File: config.mk
export PLATFORM = sky130hd
export DESIGN_NAME = c_escape_sequence_decoder
export DESIGN_NICKNAME = d
export VERILOG_FILES = /design/src/rtl/core/cesd_pkg.sv /design/src/rtl/core/cesd_front.sv /design/src/rtl/core/cesd_queue.sv /design/src/rtl/core/cesd_back.sv /design/src/rtl/core/c_escape_sequence_decoder.sv
export SDC_FILE = /design/constraint.sdc
export NUM_CORES = 1
export LEC_CHECK = 0
export BUFFER_PORTS_ARGS = -buffer_cell sky130_fd_sc_hd__buf_2
export CORE_ASPECT_RATIO = 1.5
export CORE_MARGIN = 5
export CORE_UTILIZATION = 28
export DETAILED_ROUTE_END_ITERATION = 16
export GPL_TIMING_DRIVEN = 1
export SLEW_MARGIN = 40
export SYNTH_ARGS = -nofsm -noshare
export SYNTH_HDL_FRONTEND = slang
export SYNTH_SLANG_ARGS = --single-unit
File: constraint.sdc
create_clock -name clk -period 3.1 [get_ports clk]
set_input_delay 0.62 -clock clk [delete_from_list [all_inputs] [get_ports clk]]
set_output_delay 0.62 -clock clk [all_outputs]
set_load 0.02 [all_outputs]
File: src/rtl/core/cesd_pkg.sv
// shared types, codes and character helpers of the escape sequence decoder
`default_nettype none

package cesd_pkg;

  localparam int QDEPTH = 4;
  localparam int QAW    = $clog2(QDEPTH);

  localparam logic [7:0] CH_BACKSLASH = 8'h5C;
  localparam logic [7:0] CH_X         = 8'h78;
  localparam logic [7:0] CH_EIGHT     = 8'h38;
  localparam logic [7:0] CH_NINE      = 8'h39;

  typedef enum logic [2:0] {
    MODE_IDLE    = 3'd0,
    MODE_ESC     = 3'd1,
    MODE_HEX0    = 3'd2,
    MODE_HEX1    = 3'd3,
    MODE_OCT1    = 3'd4,
    MODE_OCT2    = 3'd5,
    MODE_DISCARD = 3'd6
  } mode_t;

  typedef enum logic [2:0] {
    ERR_NONE    = 3'd0,
    ERR_NO_END  = 3'd1,
    ERR_HEX     = 3'd2,
    ERR_OCT     = 3'd3,
    ERR_OVER    = 3'd4,
    ERR_UNKNOWN = 3'd5
  } err_t;

  typedef struct packed {
    logic [7:0] out_byte;
    err_t       error_code;
    logic       eos;
  } res_t;

  // one queue entry: one or two results caused by one input beat
  typedef struct packed {
    logic two;
    res_t r0;
    res_t r1;
  } entry_t;

  typedef struct packed {
    mode_t mode;
  } front_stat_t;

  // {valid, value}
  function automatic logic [4:0] hex_nibble(input logic [7:0] c);
    logic [4:0] r;
    r = 5'd0;
    if (c >= 8'h30 && c <= 8'h39)      r = {1'b1, 4'(c - 8'h30)};
    else if (c >= 8'h61 && c <= 8'h66) r = {1'b1, 4'(c - 8'h57)};
    else if (c >= 8'h41 && c <= 8'h46) r = {1'b1, 4'(c - 8'h37)};
    return r;
  endfunction

  function automatic logic [8:0] named_val(input logic [7:0] c);
    logic [8:0] r;
    r = 9'd0;
    case (c)
      8'h61: r = {1'b1, 8'd7};
      8'h62: r = {1'b1, 8'd8};
      8'h66: r = {1'b1, 8'd12};
      8'h6E: r = {1'b1, 8'd10};
      8'h72: r = {1'b1, 8'd13};
      8'h74: r = {1'b1, 8'd9};
      8'h76: r = {1'b1, 8'd11};
      8'h5C, 8'h3F, 8'h27, 8'h22: r = {1'b1, c};
      default: r = 9'd0;
    endcase
    return r;
  endfunction

endpackage

`default_nettype wire

File: src/rtl/core/cesd_front.sv
// front part: escape state machine, turns the input bytes into queue entries
`default_nettype none

module cesd_front
  import cesd_pkg::*;
(
  input  wire logic        clk,
  input  wire logic        rst_n,
  input  wire logic        take,
  input  wire logic [7:0]  c,
  input  wire logic        last,
  output logic             push,
  output entry_t           entry,
  output front_stat_t      stat
);

  mode_t      mode_r, mode_nxt;
  logic [5:0] part_r, part_nxt;

  logic [4:0] hx;
  logic [8:0] nm;
  logic       is_oct, is_89, is_bs;
  logic [2:0] od;
  logic [5:0] oct1_val;
  logic [8:0] oct2_val;
  mode_t      fail_mode;
  mode_t      fresh_mode;
  res_t       fresh_res;
  logic       fresh_has;

  always_comb begin
    hx         = hex_nibble(c);
    nm         = named_val(c);
    is_oct     = (c[7:3] == 5'b00110);
    is_89      = (c == CH_EIGHT) || (c == CH_NINE);
    is_bs      = (c == CH_BACKSLASH);
    od         = c[2:0];
    oct1_val   = {part_r[2:0], od};
    oct2_val   = {part_r, od};
    fail_mode  = last ? MODE_IDLE : MODE_DISCARD;
    fresh_mode = (is_bs && !last) ? MODE_ESC : MODE_IDLE;
    fresh_has  = !(is_bs && !last);
    if (is_bs) fresh_res = '{8'd0, ERR_NO_END, 1'b1};
    else       fresh_res = '{c, ERR_NONE, last};
  end

  // next state
  always_comb begin
    mode_nxt = mode_r;
    part_nxt = part_r;
    unique case (mode_r)
      MODE_IDLE: begin
        mode_nxt = fresh_mode;
        part_nxt = '0;
      end
      MODE_ESC: begin
        part_nxt = '0;
        if (c == CH_X) begin
          mode_nxt = last ? MODE_IDLE : MODE_HEX0;
        end else if (is_oct) begin
          mode_nxt = last ? MODE_IDLE : MODE_OCT1;
          part_nxt = last ? 6'd0 : {3'd0, od};
        end else if (is_89) begin
          mode_nxt = fail_mode;
        end else if (nm[8]) begin
          mode_nxt = MODE_IDLE;
        end else begin
          mode_nxt = fail_mode;
        end
      end
      MODE_HEX0: begin
        part_nxt = '0;
        if (!hx[4]) begin
          mode_nxt = fail_mode;
        end else if (last) begin
          mode_nxt = MODE_IDLE;
        end else begin
          mode_nxt = MODE_HEX1;
          part_nxt = {2'd0, hx[3:0]};
        end
      end
      MODE_HEX1: begin
        part_nxt = '0;
        mode_nxt = hx[4] ? MODE_IDLE : fresh_mode;
      end
      MODE_OCT1: begin
        if (is_oct && !last) begin
          mode_nxt = MODE_OCT2;
          part_nxt = oct1_val;
        end else begin
          mode_nxt = is_oct ? MODE_IDLE : fresh_mode;
          part_nxt = '0;
        end
      end
      MODE_OCT2: begin
        part_nxt = '0;
        if (is_oct) mode_nxt = oct2_val[8] ? fail_mode : MODE_IDLE;
        else        mode_nxt = fresh_mode;
      end
      MODE_DISCARD: begin
        if (last) begin
          mode_nxt = MODE_IDLE;
          part_nxt = '0;
        end
      end
      default: begin
        mode_nxt = MODE_IDLE;
        part_nxt = '0;
      end
    endcase
  end

  // outputs
  always_comb begin
    push  = 1'b0;
    entry = '{1'b0, '{8'd0, ERR_NONE, 1'b0}, fresh_res};
    unique case (mode_r)
      MODE_IDLE: begin
        push     = fresh_has;
        entry.r0 = fresh_res;
      end
      MODE_ESC: begin
        if (c == CH_X) begin
          push     = last;
          entry.r0 = '{8'd0, ERR_NO_END, 1'b1};
        end else if (is_oct) begin
          push     = last;
          entry.r0 = '{{5'd0, od}, ERR_NONE, last};
        end else if (is_89) begin
          push     = 1'b1;
          entry.r0 = '{8'd0, ERR_OCT, 1'b1};
        end else if (nm[8]) begin
          push     = 1'b1;
          entry.r0 = '{nm[7:0], ERR_NONE, last};
        end else begin
          push     = 1'b1;
          entry.r0 = '{8'd0, ERR_UNKNOWN, 1'b1};
        end
      end
      MODE_HEX0: begin
        if (!hx[4]) begin
          push     = 1'b1;
          entry.r0 = '{8'd0, ERR_HEX, 1'b1};
        end else begin
          push     = last;
          entry.r0 = '{{4'd0, hx[3:0]}, ERR_NONE, last};
        end
      end
      MODE_HEX1: begin
        push = 1'b1;
        if (hx[4]) begin
          entry.r0 = '{{part_r[3:0], hx[3:0]}, ERR_NONE, last};
        end else begin
          entry.r0  = '{{2'd0, part_r}, ERR_NONE, 1'b0};
          entry.two = fresh_has;
        end
      end
      MODE_OCT1: begin
        if (is_oct) begin
          push     = last;
          entry.r0 = '{{2'd0, oct1_val}, ERR_NONE, last};
        end else begin
          push      = 1'b1;
          entry.r0  = '{{2'd0, part_r}, ERR_NONE, 1'b0};
          entry.two = fresh_has;
        end
      end
      MODE_OCT2: begin
        push = 1'b1;
        if (is_oct) begin
          if (oct2_val[8]) entry.r0 = '{8'd0, ERR_OVER, 1'b1};
          else             entry.r0 = '{oct2_val[7:0], ERR_NONE, last};
        end else begin
          entry.r0  = '{{2'd0, part_r}, ERR_NONE, 1'b0};
          entry.two = fresh_has;
        end
      end
      MODE_DISCARD: push = 1'b0;
      default:      push = 1'b0;
    endcase
    push = push && take;
  end

  always_ff @(posedge clk) begin
    if (!rst_n) begin
      mode_r <= MODE_IDLE;
      part_r <= '0;
    end else if (take) begin
      mode_r <= mode_nxt;
      part_r <= part_nxt;
    end
  end

  assign stat.mode = mode_r;

endmodule

`default_nettype wire

File: src/rtl/core/cesd_queue.sv
// short entry queue between the front and back parts
`default_nettype none

module cesd_queue
  import cesd_pkg::*;
(
  input  wire logic   clk,
  input  wire logic   rst_n,
  input  wire logic   push,
  input  wire entry_t push_data,
  output logic        full,
  input  wire logic   pop,
  output logic        empty,
  output entry_t      head
);

  entry_t         mem_r [QDEPTH];
  logic [QAW-1:0] wr_r, rd_r;
  logic [QAW:0]   cnt_r, cnt_nxt;
  logic           do_push, do_pop;

  assign full    = (cnt_r == (QAW+1)'(QDEPTH));
  assign empty   = (cnt_r == '0);
  assign do_push = push && !full;
  assign do_pop  = pop && !empty;
  assign head    = mem_r[rd_r];

  always_comb begin
    cnt_nxt = cnt_r;
    if (do_push && !do_pop) cnt_nxt = cnt_r + 1'b1;
    if (!do_push && do_pop) cnt_nxt = cnt_r - 1'b1;
  end

  always_ff @(posedge clk) begin
    if (!rst_n) begin
      wr_r  <= '0;
      rd_r  <= '0;
      cnt_r <= '0;
    end else begin
      cnt_r <= cnt_nxt;
      if (do_push) wr_r <= wr_r + 1'b1;
      if (do_pop)  rd_r <= rd_r + 1'b1;
    end
  end

  always_ff @(posedge clk) begin
    if (do_push) mem_r[wr_r] <= push_data;
  end

endmodule

`default_nettype wire

File: src/rtl/core/cesd_back.sv
// back part: hands out the one or two results of each queued entry
`default_nettype none

module cesd_back
  import cesd_pkg::*;
(
  input  wire logic   clk,
  input  wire logic   rst_n,
  input  wire logic   q_empty,
  input  wire entry_t head,
  output logic        q_pop,
  input  wire logic   pop,
  output logic        empty,
  output res_t        res
);

  logic sub_r, sub_nxt;
  logic take;

  assign empty = q_empty;
  assign res   = sub_r ? head.r1 : head.r0;
  assign take  = pop && !q_empty;
  // second beat still owed: keep the entry
  assign q_pop = take && !(head.two && !sub_r);

  always_comb begin
    sub_nxt = sub_r;
    if (take) sub_nxt = head.two && !sub_r;
  end

  always_ff @(posedge clk) begin
    if (!rst_n) sub_r <= 1'b0;
    else        sub_r <= sub_nxt;
  end

endmodule

`default_nettype wire

File: src/rtl/core/c_escape_sequence_decoder.sv
// top level of the c string escape sequence decoder
// a result is written into the entry queue and read from its head onto the out_ ports
// throughput: one input beat per cycle while in_full is low; an escape ended by a foreign byte gives
//   two results, which leave on two separate pops while the 4-entry queue absorbs input
// in_full rises when the entry queue holds 4 entries
// reset (rst_n low, synchronous): no escape pending, queue empty, out_empty high
`default_nettype none

module c_escape_sequence_decoder
  import cesd_pkg::*;
(
  input  wire logic       clk,
  input  wire logic       rst_n,
  input  wire logic       in_push,
  output logic            in_full,
  input  wire logic [7:0] in_char_in,
  input  wire logic       in_last_of_string,
  output logic            out_empty,
  input  wire logic       out_pop,
  output logic [7:0]      out_byte,
  output logic [2:0]      out_error_code,
  output logic            out_end_of_string
);

  // handshake between the parts
  logic        take;
  logic        q_push;
  entry_t      q_data;
  logic        q_full;
  logic        q_pop;
  logic        q_empty;
  entry_t      q_head;
  front_stat_t fstat;
  res_t        res;

  // a beat is taken only when its entry is sure to fit
  assign in_full = q_full;
  assign take    = in_push && !q_full;

  // front: escape state machine
  cesd_front u_front (
    .clk   (clk),
    .rst_n (rst_n),
    .take  (take),
    .c     (in_char_in),
    .last  (in_last_of_string),
    .push  (q_push),
    .entry (q_data),
    .stat  (fstat)
  );

  // entries decouple the decoder from output stalls
  cesd_queue u_queue (
    .clk       (clk),
    .rst_n     (rst_n),
    .push      (q_push),
    .push_data (q_data),
    .full      (q_full),
    .pop       (q_pop),
    .empty     (q_empty),
    .head      (q_head)
  );

  // back: splits two-result entries into separate beats
  cesd_back u_back (
    .clk     (clk),
    .rst_n   (rst_n),
    .q_empty (q_empty),
    .head    (q_head),
    .q_pop   (q_pop),
    .pop     (out_pop),
    .empty   (out_empty),
    .res     (res)
  );

  assign out_byte          = res.out_byte;
  assign out_error_code    = res.error_code;
  assign out_end_of_string = res.eos;

  // discarding after an error never produces results
  a_discard_silent: assert property (@(posedge clk) disable iff (!rst_n)
    (fstat.mode == MODE_DISCARD) |-> !q_push)
    else $error("result produced while discarding");

  // an error in the first result of an entry is always a lone, final result
  a_error_single: assert property (@(posedge clk) disable iff (!rst_n)
    (q_push && q_data.r0.error_code != ERR_NONE) |-> (q_data.r0.eos && !q_data.two))
    else $error("error entry not final");

  a_error_eos: assert property (@(posedge clk) disable iff (!rst_n)
    (!out_empty && out_error_code != ERR_NONE) |-> out_end_of_string)
    else $error("error result without end of string");

  a_reset_empty: assert property (@(posedge clk) !rst_n |=> out_empty)
    else $error("queue not empty after reset");

endmodule

`default_nettype wire

==> reports/results.ini <==
[run_status]
status = completed

[finish]
syn_to_final_growth_pct = 16.9
drive_gt1_share_pct = 24.8
multi_input_area_mm2 = 0.00227
final_cell_area_mm2 = 0.00656
fillCellCount = 1937
layout.nets = 527
antenna_cells = 0
mostFrequentLayoutCell = edfxtp_1
regArea_mm2 = 0.00314
final_cells = 768
layout_common_cells = edfxtp_1, nand2_1, buf_4, nor2_1, a21oi_1

[clocking]
postCtsSetupBuffers = 0
htree_levels = 3
cts_sinks = 111
cts_tree = built
cts-root-buf = clkbuf_16
clockBufferDepth = 2
cts_hold_buf = 0
clkTransAtPathRegs_ps = 70
numCtsBuffers = 9
cts_resized = 0
clk_latency_ps = 330

[timing]
skew_ps = 7.99
min_period_over_period_pct = 90.5
slew_headroom_pct = 55.8
finalCriticalPeriod_ps = 2810
fmax_ghz = 0.356
hold_viol = 0
grt_setup_unrepaired = false
worst_slack_ps = 293
tightest_slew_ps = 657
finalSetupViolCount = 0
slew_viol_final = 0

[worst_setup_path]
arrival_ps = 3060
crit_start = in_char_in[1]
cp-end-kind = flip-flop
rrSetupSlack_ps = 400
r2r-end = u_queue.cnt_r[2]
crit_fanout = 5
required_ps = 3350
start_kind = input pin
crit_type = input pin to flip-flop
r2r-start = u_front.stat[1]
reg2reg_depth = 11
cp-endpoint = u_queue.cnt_r[2]

[place]
io_buffers = 26
dp_hpwl_um = 10500
dpl_worst_slack_ps = -79.0
post_dp_cell_area_mm2 = 0.00628
post-place-cells = 752
gp_congestion = 0.922

[yosys]
syn-num-nets = 473
syn_area_mm2 = 0.00561
yosys_register_bits = 111
synthCells = 449
ys_types = 73
yosys_warnings = 0
ys_seq_area_share_pct = 56.0
synth_edf_count = 92
synthFlopType = edfxtp_1
avgSynthCellArea_um2 = 12.5
synthArstFlopShare_pct = 0

[floorplan]
rows = 63
die_h_um = 183
die_area_mm2 = 0.0230
ios = 27
fp.dieW_um = 126
coreArea_mm2 = 0.0198
initial_core_util_pct = 28.4

[detailed_routing]
ant_nets = 0
dr.pass1.iters = 5
vias_per_cell = 5.11
avgRoutedWirePerCell_um = 18.3
drt_wl_total_um = 14000
dr_total_vias = 3927
drt-initial-drc-count = 416
drc_errors = 0

[pwr]
combPwrFrac_pct = 26.7
p_per_area_mw_per_mm2 = 600
p_int_mw = 2.76
clkPwrFrac_pct = 27.2
leakagePower_nw = 2.24
p_sw_mw = 1.17
sw_frac_of_total_pct = 29.8
seq_power_share_pct = 46.1
ir_worst_vdd_mv = 0.225

[grt]
grt_pass1_vias = 4121
grt_max_degree = 24
overflow = 0
grt_first_pass_wirelength_um = 22200
antenna_found_initial = 0
grt_util_all_layers_pct = 12.2

[worst_hold_path]
min_path_type = flip-flop to flip-flop

[job]
drv_cap = 0

registers in the layout (all words and copies together), names as in the netlist, named ones only:
register and cells:
u_front.part_r 6, u_back.sub_r 1, u_queue.mem_r 92, u_queue.cnt_r 3, u_front.stat 3, u_queue.rd_r 2, u_queue.wr_r 2
power by group through the flow:
stage                     logic [mW]  clock network, mW  registers [mW]
after CTS                       1.08               1.10            1.82
final                           1.05               1.07            1.82
after global routing            1.16               1.16            1.83
after detailed placement        1.08                  0            1.85
after floorplan                0.718                  0            1.83
after global placement          1.07                  0            1.84
routing by layer:
metal	wire [um]	part of all wire, %	GRT usage [%]	vias to the layer above
met5	0	0	0	-
met4	674	4.8	6.34	0
met3	535	3.8	1.28	41
met1	5350	38	13.4	1913
met2	7460	53	22.9	153
li1	-	-	-	1820
cell families (layout without fill, tap and decap cells):
kind of cell    after synthesis  count (layout)  synth area share [%]
flops                       111             111                  56.0
mux                          24              24                  9.50
simple gates                160             160                  15.2
compound gates               98              98                  12.2
buf+inv                      39              98                  3.50
xor+xnor                      6               6                 0.937
fa+ha+maj                    11              11                  2.59
worst max-delay path, cell delays in order:
cell,delay (ps)
buf_2,100
inv_1,140
ha_1,220
nand2_1,80
nor4_1,250
o311a_1,250
a31oi_4,120
inv_1,70
ha_1,160
inv_1,60
fa_1,380
xor2_1,160
or3_1,300
a21oi_1,150
Yosys cell counts (5+ instances only):
cell type,number,area [um^2]
nand3_1,12,60.1
nand2_1,58,218
o21ai_1,8,40.0
dfxtp_1,19,380
edfxtp_1,92,2760
a31oi_1,5,31.3
nand2b_1,10,62.6
clkbuf_1,9,33.8
and2_1,11,68.8
inv_1,13,48.8
ha_1,10,125
o21ai_0,13,65.1
buf_6,5,56.3
a21oi_1,28,140
nor2_1,31,116
mux4_2,23,518
nor3b_1,6,45.0
nor2b_1,5,31.3
cell type report:
| class | count | area share [%] |
|---|---|---|
| Sequential cell | 111 | 47.9 |
| Multi-Input combinational cell | 299 | 34.6 |
| Timing Repair Buffer | 66 | 7.33 |
| Tap cell | 260 | 4.96 |
| Clock buffer | 9 | 3.43 |
| Inverter | 16 | 0.916 |
| Clock inverter | 7 | 0.839 |
stage by stage:
step / setup TNS (ps) / hold slack [ps] / power [mW] / util [%]
2_1_floorplan: 0 / 445 / 2.55 / -
3_3_place_gp: 0 / 465 / 2.91 / 31.7
3_5_place_dp: -79.0 / 484 / 2.93 / 31.7
4_1_cts: 0 / 495 / 4.00 / 33.1
5_1_grt: 0 / 520 / 4.15 / 33.1
6_report: 0 / 506 / 3.93 / 33.1
worst min path at each step:
stage / start / endpoint / slack [ps] / cells past startpoint
after CTS: u_front.part_r[4] / u_front.part_r[4] / 490 / 2
after floorplan: u_front.part_r[4] / u_front.part_r[4] / 440 / 2
after global routing: u_front.part_r[4] / u_front.part_r[4] / 520 / 2
final: u_front.part_r[5] / u_front.part_r[5] / 510 / 2
after global placement: u_front.part_r[4] / u_front.part_r[4] / 470 / 2
after detailed placement: u_front.part_r[4] / u_front.part_r[4] / 480 / 2
Power figures use the tool's default switching activity.
